==> src/rtl/core/plrh_pkg.sv <==
// ----------------------------------------------------------------------------
// plrh_pkg
// Shared types and constants of the pulse-length / reflectance histogram.
// ----------------------------------------------------------------------------
`default_nettype none

package plrh_pkg;

    // Command codes on the input channel.
    localparam logic [1:0] CMD_ADD    = 2'd0;
    localparam logic [1:0] CMD_RD_LEN = 2'd1;
    localparam logic [1:0] CMD_RD_REF = 2'd2;

    // Configuration register indexes.
    localparam int          CFG_IDX_W      = 4;
    localparam logic [3:0]  REG_REFL_LIMIT = 4'd0;
    localparam logic [3:0]  REG_PLEN_LIMIT = 4'd1;

    // Field widths.
    localparam int REFL_LIMIT_W = 7;
    localparam int PLEN_LIMIT_W = 4;
    localparam int CFG_DATA_W   = 7;
    localparam int TOTAL_W      = 32;
    localparam int CROSS_SUM_W  = 39;

    localparam logic [REFL_LIMIT_W-1:0] REFL_LIMIT_RST = 7'd100;
    localparam logic [PLEN_LIMIT_W-1:0] PLEN_LIMIT_RST = 4'd15;

    // Tallies kept per bin: pulse counts one to four.
    localparam int NUM_TALLY   = 4;
    localparam int TALLY_SEL_W = 2;

    typedef struct packed {
        logic                   en;
        logic                   tally_en;
        logic [TALLY_SEL_W-1:0] tally_sel;
    } t_upd;

endpackage

`default_nettype wire

==> src/rtl/core/plrh_bin_table.sv <==
// ----------------------------------------------------------------------------
// plrh_bin_table
// One histogram table: a row per bin holding the point count, a cross sum
// and four pulse-count tallies, updated by read-modify-write.
// ----------------------------------------------------------------------------
`default_nettype none

module plrh_bin_table
    import plrh_pkg::*;
#(
    parameter int DEPTH = 16,
    parameter int CW    = 32,
    parameter int SW    = 39,
    parameter int VW    = 7,
    localparam int AW   = $clog2(DEPTH)
) (
    input  wire logic                         i_clk,
    input  wire logic                         i_rst_n,
    input  wire logic                         i_rd_en,
    input  wire logic [AW-1:0]                i_rd_addr,
    input  wire t_upd                         i_upd,
    input  wire logic [VW-1:0]                i_upd_val,
    output logic      [CW-1:0]                o_points,
    output logic      [SW-1:0]                o_sum,
    output logic      [NUM_TALLY-1:0][CW-1:0] o_tally
);

    localparam int RW = NUM_TALLY * CW + SW + CW;

    logic [RW-1:0]                r_mem [DEPTH];
    logic [DEPTH-1:0]             r_vld;
    logic [AW-1:0]                r_addr;
    logic [AW-1:0]                r_fwd_addr;
    logic                         r_rd_vld;
    logic                         r_fwd_vld;
    logic [RW-1:0]                r_rd_row;
    logic [RW-1:0]                r_fwd_row;
    logic [RW-1:0]                w_cur_row;
    logic [RW-1:0]                n_row;
    logic [CW-1:0]                w_points;
    logic [CW-1:0]                n_points;
    logic [SW-1:0]                w_sum;
    logic [SW-1:0]                n_sum;
    logic [SW:0]                  w_sum_ext;
    logic [NUM_TALLY-1:0][CW-1:0] w_tally;
    logic [NUM_TALLY-1:0][CW-1:0] n_tally;

    always_ff @(posedge i_clk) begin
        if (i_rd_en) begin
            r_rd_row <= r_mem[i_rd_addr];
        end
        if (i_upd.en) begin
            r_mem[r_addr] <= n_row;
        end
    end

    // Rows are valid once written; an unwritten row reads as zero.
    always_ff @(posedge i_clk) begin
        if (!i_rst_n) begin
            r_vld     <= '0;
            r_rd_vld  <= 1'b0;
            r_fwd_vld <= 1'b0;
        end else begin
            if (i_rd_en) begin
                r_rd_vld <= r_vld[i_rd_addr];
            end
            if (i_upd.en) begin
                r_vld[r_addr] <= 1'b1;
                r_fwd_vld     <= 1'b1;
            end
        end
    end

    always_ff @(posedge i_clk) begin
        if (i_rd_en) begin
            r_addr <= i_rd_addr;
        end
        if (i_upd.en) begin
            r_fwd_addr <= r_addr;
            r_fwd_row  <= n_row;
        end
    end

    // The last written row is held so that a read issued on the same edge
    // as the write to that row still sees the new contents.
    always_comb begin
        if (r_fwd_vld && (r_fwd_addr == r_addr)) begin
            w_cur_row = r_fwd_row;
        end else if (r_rd_vld) begin
            w_cur_row = r_rd_row;
        end else begin
            w_cur_row = '0;
        end
    end

    assign {w_tally, w_sum, w_points} = w_cur_row;

    always_comb begin
        n_points  = (&w_points) ? w_points : w_points + CW'(1);
        w_sum_ext = {1'b0, w_sum} + (SW + 1)'(i_upd_val);
        n_sum     = w_sum_ext[SW] ? '1 : w_sum_ext[SW-1:0];
        n_tally   = w_tally;
        if (i_upd.tally_en && !(&w_tally[i_upd.tally_sel])) begin
            n_tally[i_upd.tally_sel] = w_tally[i_upd.tally_sel] + CW'(1);
        end
        n_row = {n_tally, n_sum, n_points};
    end

    assign o_points = w_points;
    assign o_sum    = w_sum;
    assign o_tally  = w_tally;

endmodule

`default_nettype wire

==> config.mk <==
export PLATFORM = sky130hd
export DESIGN_NAME = plrh_bin_table
export DESIGN_NICKNAME = d
export VERILOG_FILES = /design/src/rtl/core/plrh_pkg.sv /design/src/rtl/core/plrh_bin_table.sv
export SDC_FILE = /design/constraint.sdc
export NUM_CORES = 2
export LEC_CHECK = 0
export BUFFER_PORTS_ARGS = -buffer_cell sky130_fd_sc_hd__buf_2
export CELL_PAD_IN_SITES_DETAIL_PLACEMENT = 0
export CELL_PAD_IN_SITES_GLOBAL_PLACEMENT = 2
export CORE_MARGIN = 3
export CORE_UTILIZATION = 54
export CTS_CLUSTER_DIAMETER = 200
export DETAILED_ROUTE_END_ITERATION = 16
export MAX_ROUTING_LAYER = met4
export PLACE_DENSITY_LB_ADDON = 0.08
export RECOVER_POWER = 25
export SLEW_MARGIN = 25
export SYNTH_ARGS = -nofsm -noshare
export SYNTH_HDL_FRONTEND = slang
export SYNTH_SLANG_ARGS = --single-unit
==> constraint.sdc <==
create_clock -name i_clk -period 28.3 [get_ports i_clk]
set_input_delay 0 -clock i_clk [delete_from_list [all_inputs] [get_ports i_clk]]
set_output_delay 0 -clock i_clk [all_outputs]
set_load 0.005 [all_outputs]
**Yosys cells after proc, flatten, opt, wreduce, memory -nomap -nowiden**

Memories as Yosys holds them, arrays and structs flattened. A register that Yosys moved wholly into a read port is not among the register bits.
Index checks and enable logic that the tools add are counted.

- Bits in registers: 225
- Bits in writable memories: 3184
- Output and inout bits: 199
- Logic and storage cells: 40
- Memories: 1

Memories:

| name | depth | bits a word | read ports | clocked after memory_dff | wr ports | RTL line | source |
|---|---|---|---|---|---|---|---|
| r_mem | 16 | 199 | 1 | 1 | 1 | plrh_bin_table.sv:30 | `logic [RW-1:0] r_mem [DEPTH];` |

- $add $sub $neg: 3
- $lt $le $gt $ge: 5
- Equality and inequality tests: 1
- Muxes and demuxes: 16
- Bitwise operators: 1
- Reductions and logical operators: 7

Operators with widths:

| operator | count |
|---|---|
| 2-to-1 mux 199 bit | 2 |
| bitwise mux 128 bit | 1 |
| 2-to-1 mux 128 bit | 1 |
| 2-to-1 mux 32 bit | 3 |
| adder 32 x 1 -> 32 bit (second input constant) | 2 |
| binary-select mux 32 bit (select 2 bit) | 1 |
| demux 32 bit (select 2 bit) | 1 |
| AND reduction 32 bit | 2 |
| adder 39 x 7 -> 40 bit | 1 |
| 2-to-1 mux 39 bit | 1 |
| OR 16 bit | 1 |
| < comparator 4 x 5 -> 1 bit (second input constant) | 2 |
| binary-select mux 1 bit (select 4 bit) | 1 |
| demux 1 bit (select 4 bit) | 1 |
| == test 4 bit | 1 |
| >= comparator 4 x 1 -> 1 bit (second input constant) | 1 |
| logical AND 1 bit | 4 |
| 2-to-1 mux 1 bit | 4 |
| < comparator 2 x 3 -> 1 bit (second input constant) | 1 |
| >= comparator 2 x 1 -> 1 bit (second input constant) | 1 |
| logical NOT 1 bit | 1 |

**Depth between registers and ports, before layout**

- Depth in word-level cells: 9
- Mapped depth: 28
- Depth with buffers taken out: 18

**Worst setup path before layout**

OpenSTA, ideal clock, no wires.

- Path type: register to register
- Start: register r_addr[1]
- End: memory r_mem[0][0] (netlist name), enable pin
- Library setup time: 1004 ps
- Arrival time: 14416 ps
- Required time: 27296 ps
- Slack: 12880 ps
- Cell stages (with the launch flop): 3
- Period minus slack after synthesis: 15420 ps
- Cell sequence: edfxtp_1 > or3b_2 > nor3_1

RTL lines:

| element | RTL line | source |
|---|---|---|
| start, declared | plrh_bin_table.sv:32 | `logic [AW-1:0] r_addr;` |
| start signal, assigned | plrh_bin_table.sv:76 | `r_addr <= i_rd_addr;` |
| end, declared | plrh_bin_table.sv:30 |  |

Straight into the memory's write port.

**Worst setup path in the final report**

- Start: input port i_upd[3] (netlist name)
- End: memory r_mem[6][80] (netlist name), enable pin

- Word-level cells in the longest chain between the ends: 2

Ends and longest elaborated chain:

| element | RTL line | source |
|---|---|---|
| start, declared | plrh_bin_table.sv:21 | `input wire t_upd i_upd,` |
| 2-to-1 mux 1 bit | plrh_bin_table.sv:52 | `if (i_upd.en) begin` |
| 2-to-1 mux 1 bit (implied by the code) | plrh_bin_table.sv:53 | `r_mem[r_addr] <= n_row;` |

No other way between the ends.

==> results by group <==
Global route
  – Overall Global Routing Usage: 0.287
  – Initial antenna violation count: 24
  – Largest net degree at the start of global routing: 141
  – First-pass GRT wire length: 533000 microns
  – Vias in the first global route: 70600
  – Grt total ovfl: 0

Power
  – Peak supply drop: 0.0666 mV
  – Tot Pwr: 11300 uW
  – Pwr dens: 71.0 nW/um^2
  – Leak Pwr: 0.0521 uW

Status
  – Outcome: complete, but fails checks
  – Failing checks: capacitance limit, slew limit

STA
  – Final min period: 11.71 ns
  – Final Max Tran Viols: 2197
  – RSZ-0062 raised after global routing: no
  – Final hold violation count: 0
  – Clock tree skew after final layout: 0.0474 ns
  – Fin crit share: 0.414
  – Final setup TNS: 0 ns
  – Normalized max-slew margin: -5.75
  – Pin slew with the least headroom to its limit: 10.13 ns
  – Final setup viols: 0
  – F_max: 85.4 MHz
  – PnR worst setup slack: 16.59 ns

Critical path
  – Crit path DAT: 12.20 ns
  – Req. time, crit path: 28.78 ns
  – WS Path Type: primary input to flop
  – FF-to-FF path depth: 4
  – Crit-path max FO: 100
  – Crit path launch type: primary input
  – Critical Path End Type: flop

Layout
  – Nets: 7046
  – Fill cells: 18200
  – Most frequent cells in the layout: edfxtp_1 (3590), mux4_2 (1009), nand2_1 (385)
  – Share of cells above drive strength 1: 0.277
  – Multi-input gate area: 31400 sq um
  – Final Cell Area: 159000 sq um
  – Register area: 108000 sq um
  – Synth-to-layout area growth: 12.5%
  – Commonest non-fill, non-tap cell in the layout: edfxtp_1
  – Post-Layout Cell Count: 10800

Clocking
  – # resized after CTS: 0
  – CTS tree: built
  – Hold_buf cts: 10
  – Post-CTS setup buffer count: 0
  – CTS Sinks: 3608
  – Cts bufs inserted: 371
  – Clock slew seen by the registers of the worst setup and hold paths: 0.06 ns
  – H-tree levels: 5
  – Bufs on Longest Clock Path: 4
  – CTS root buf: clkbuf_16
  – Clock latency on the worst-skew pair: 0.88 ns

Yosys
  – Sequential area share after synthesis: 0.766
  – Synth Register Bits: 3608
  – Syn. warnings: 0
  – Ys async rst share: 0
  – Syn nets: 6580
  – Post-synth top flop: edfxtp_1
  – Syn_area_per_cell: 21.6 sq um
  – EDFF count, synth: 3590
  – Post-Syn Instances: 6551
  – Post-Syn Area: 141000 sq um
  – Synth cell types: 75

Routing
  – Via-to-Cell Ratio: 6.53
  – Initial DRC Count: 8386
  – Drt wl/cell: 34.6 microns
  – DRT Wirelength: 374000 microns
  – Via count: 70600
  – Router iterations before antenna repair: 5
  – Antenna viol nets, final: 0
  – Drc violations: 0

Floorplanning
  – I/O pin cnt: 217
  – Initial core utilization: 0.544
  – Core Region: 260000 sq um
  – Die height: 518 microns
  – Die ar.: 268000 sq um
  – Cell Rows: 187
  – Die Width: 518 microns

Placed design
  – IO buf count: 216
  – DP Area: 147000 sq um
  – Post-Place Worst Slack: 20.29 ns
  – Dpl cells: 10100
  – Routability congestion estimate from global placement: 0.809
  – DP Wirelength: 195000 microns

Flow run
  – Max Cap Viol: 52

Min path
  – Min-Delay Path Depth: 4
  – Worst min path class: primary input to flop
==> where the power goes <==
group          switching [uW]  leakage (uW)  internal (uW)
Combinational             343        0.0126            214
Clock                    1990       0.00563           2700
Sequential               40.8        0.0339           5990
==> flip-flops by register name (all words and copies together), names as in the netlist <==
signal / flops
r_fwd_row: 199
r_vld: 16
r_mem: 3184
r_addr: 4
r_rd_vld: 1
r_fwd_addr: 4
r_rd_row: 199
r_fwd_vld: 1
==> logic make-up after synthesis <==
logic type	after synthesis	synth area share
xor gates and xnor gates	88	0.00551
and+or+nand+nor	712	0.0232
AOI/OAI and AO/OA	583	0.0240
DFF	3608	0.766
muxes	1078	0.166
adders and majority gates	11	0.00103
buffers and inverters	471	0.0146
==> critical path, cell delays in order <==
cell           delay [ns]
dlygate4sd3_1        0.52
clkbuf_1             2.10
nand3b_1             0.54
nor2_1               0.28
clkbuf_1             7.01
buf_4                1.45
==> metal layers <==
layer | routed length [microns] | global-route usage | part of all wire
met5 | 0 | - | 0
met4 | 10400 | 0.0738 | 0.028
met3 | 25300 | 0.0322 | 0.068
met2 | 183000 | 0.448 | 0.49
met1 | 155000 | 0.412 | 0.42
==> cell type report <==
type,count,area share
well taps,3496,0.0275
inverters,91,0.00215
clock inverters,213,0.0113
clock buffers,456,0.0616
multi-input cells,2472,0.198
flip-flops and latches,3608,0.680
repair buffers,473,0.0194
diodes,2,0.0000315
==> synth_stat cells, drive strengths merged, types with 23 or more instances <==
cell type / n / area [sq um]
clkbuf: 207 / 782
o21a: 39 / 293
nor3: 34 / 185
mux2i: 40 / 400
xor2: 40 / 350
o211ai: 25 / 188
edfxtp: 3590 / 108000
mux2: 29 / 342
xnor2: 48 / 428
nor2: 66 / 255
a31oi: 23 / 144
and3: 26 / 163
nand3: 85 / 435
nand2: 389 / 1460
a21oi: 121 / 617
nor2b: 23 / 144
inv: 91 / 342
nand4: 24 / 150
buf: 173 / 938
mux4: 1009 / 22700
o21ai: 293 / 1470
==> per-stage QoR <==
step,util,hold slack (ns)
floorplan,-,0.0989
global placement,0.566,0.442
finish,0.612,0.0436
CTS,0.612,0.000830
detailed placement,0.567,0.451
global route,0.612,0.0627
==> final timing paths <==
path	startpoint	to	slack, ns
setup / recovery	i_upd[3]	r_mem[6][80]$_DFFE_PP_	16.59
hold / removal	i_rd_addr[2]	r_rd_row[19]$_DFFE_PP_	0.04
setup reg to reg	r_addr[0]$_DFFE_PP_	r_mem[6][80]$_DFFE_PP_	18.18
hold reg to reg	r_vld[11]$_SDFFE_PN0P_	r_vld[11]$_SDFFE_PN0P_	0.46
Note: power is estimated with default switching activity, not from simulation.
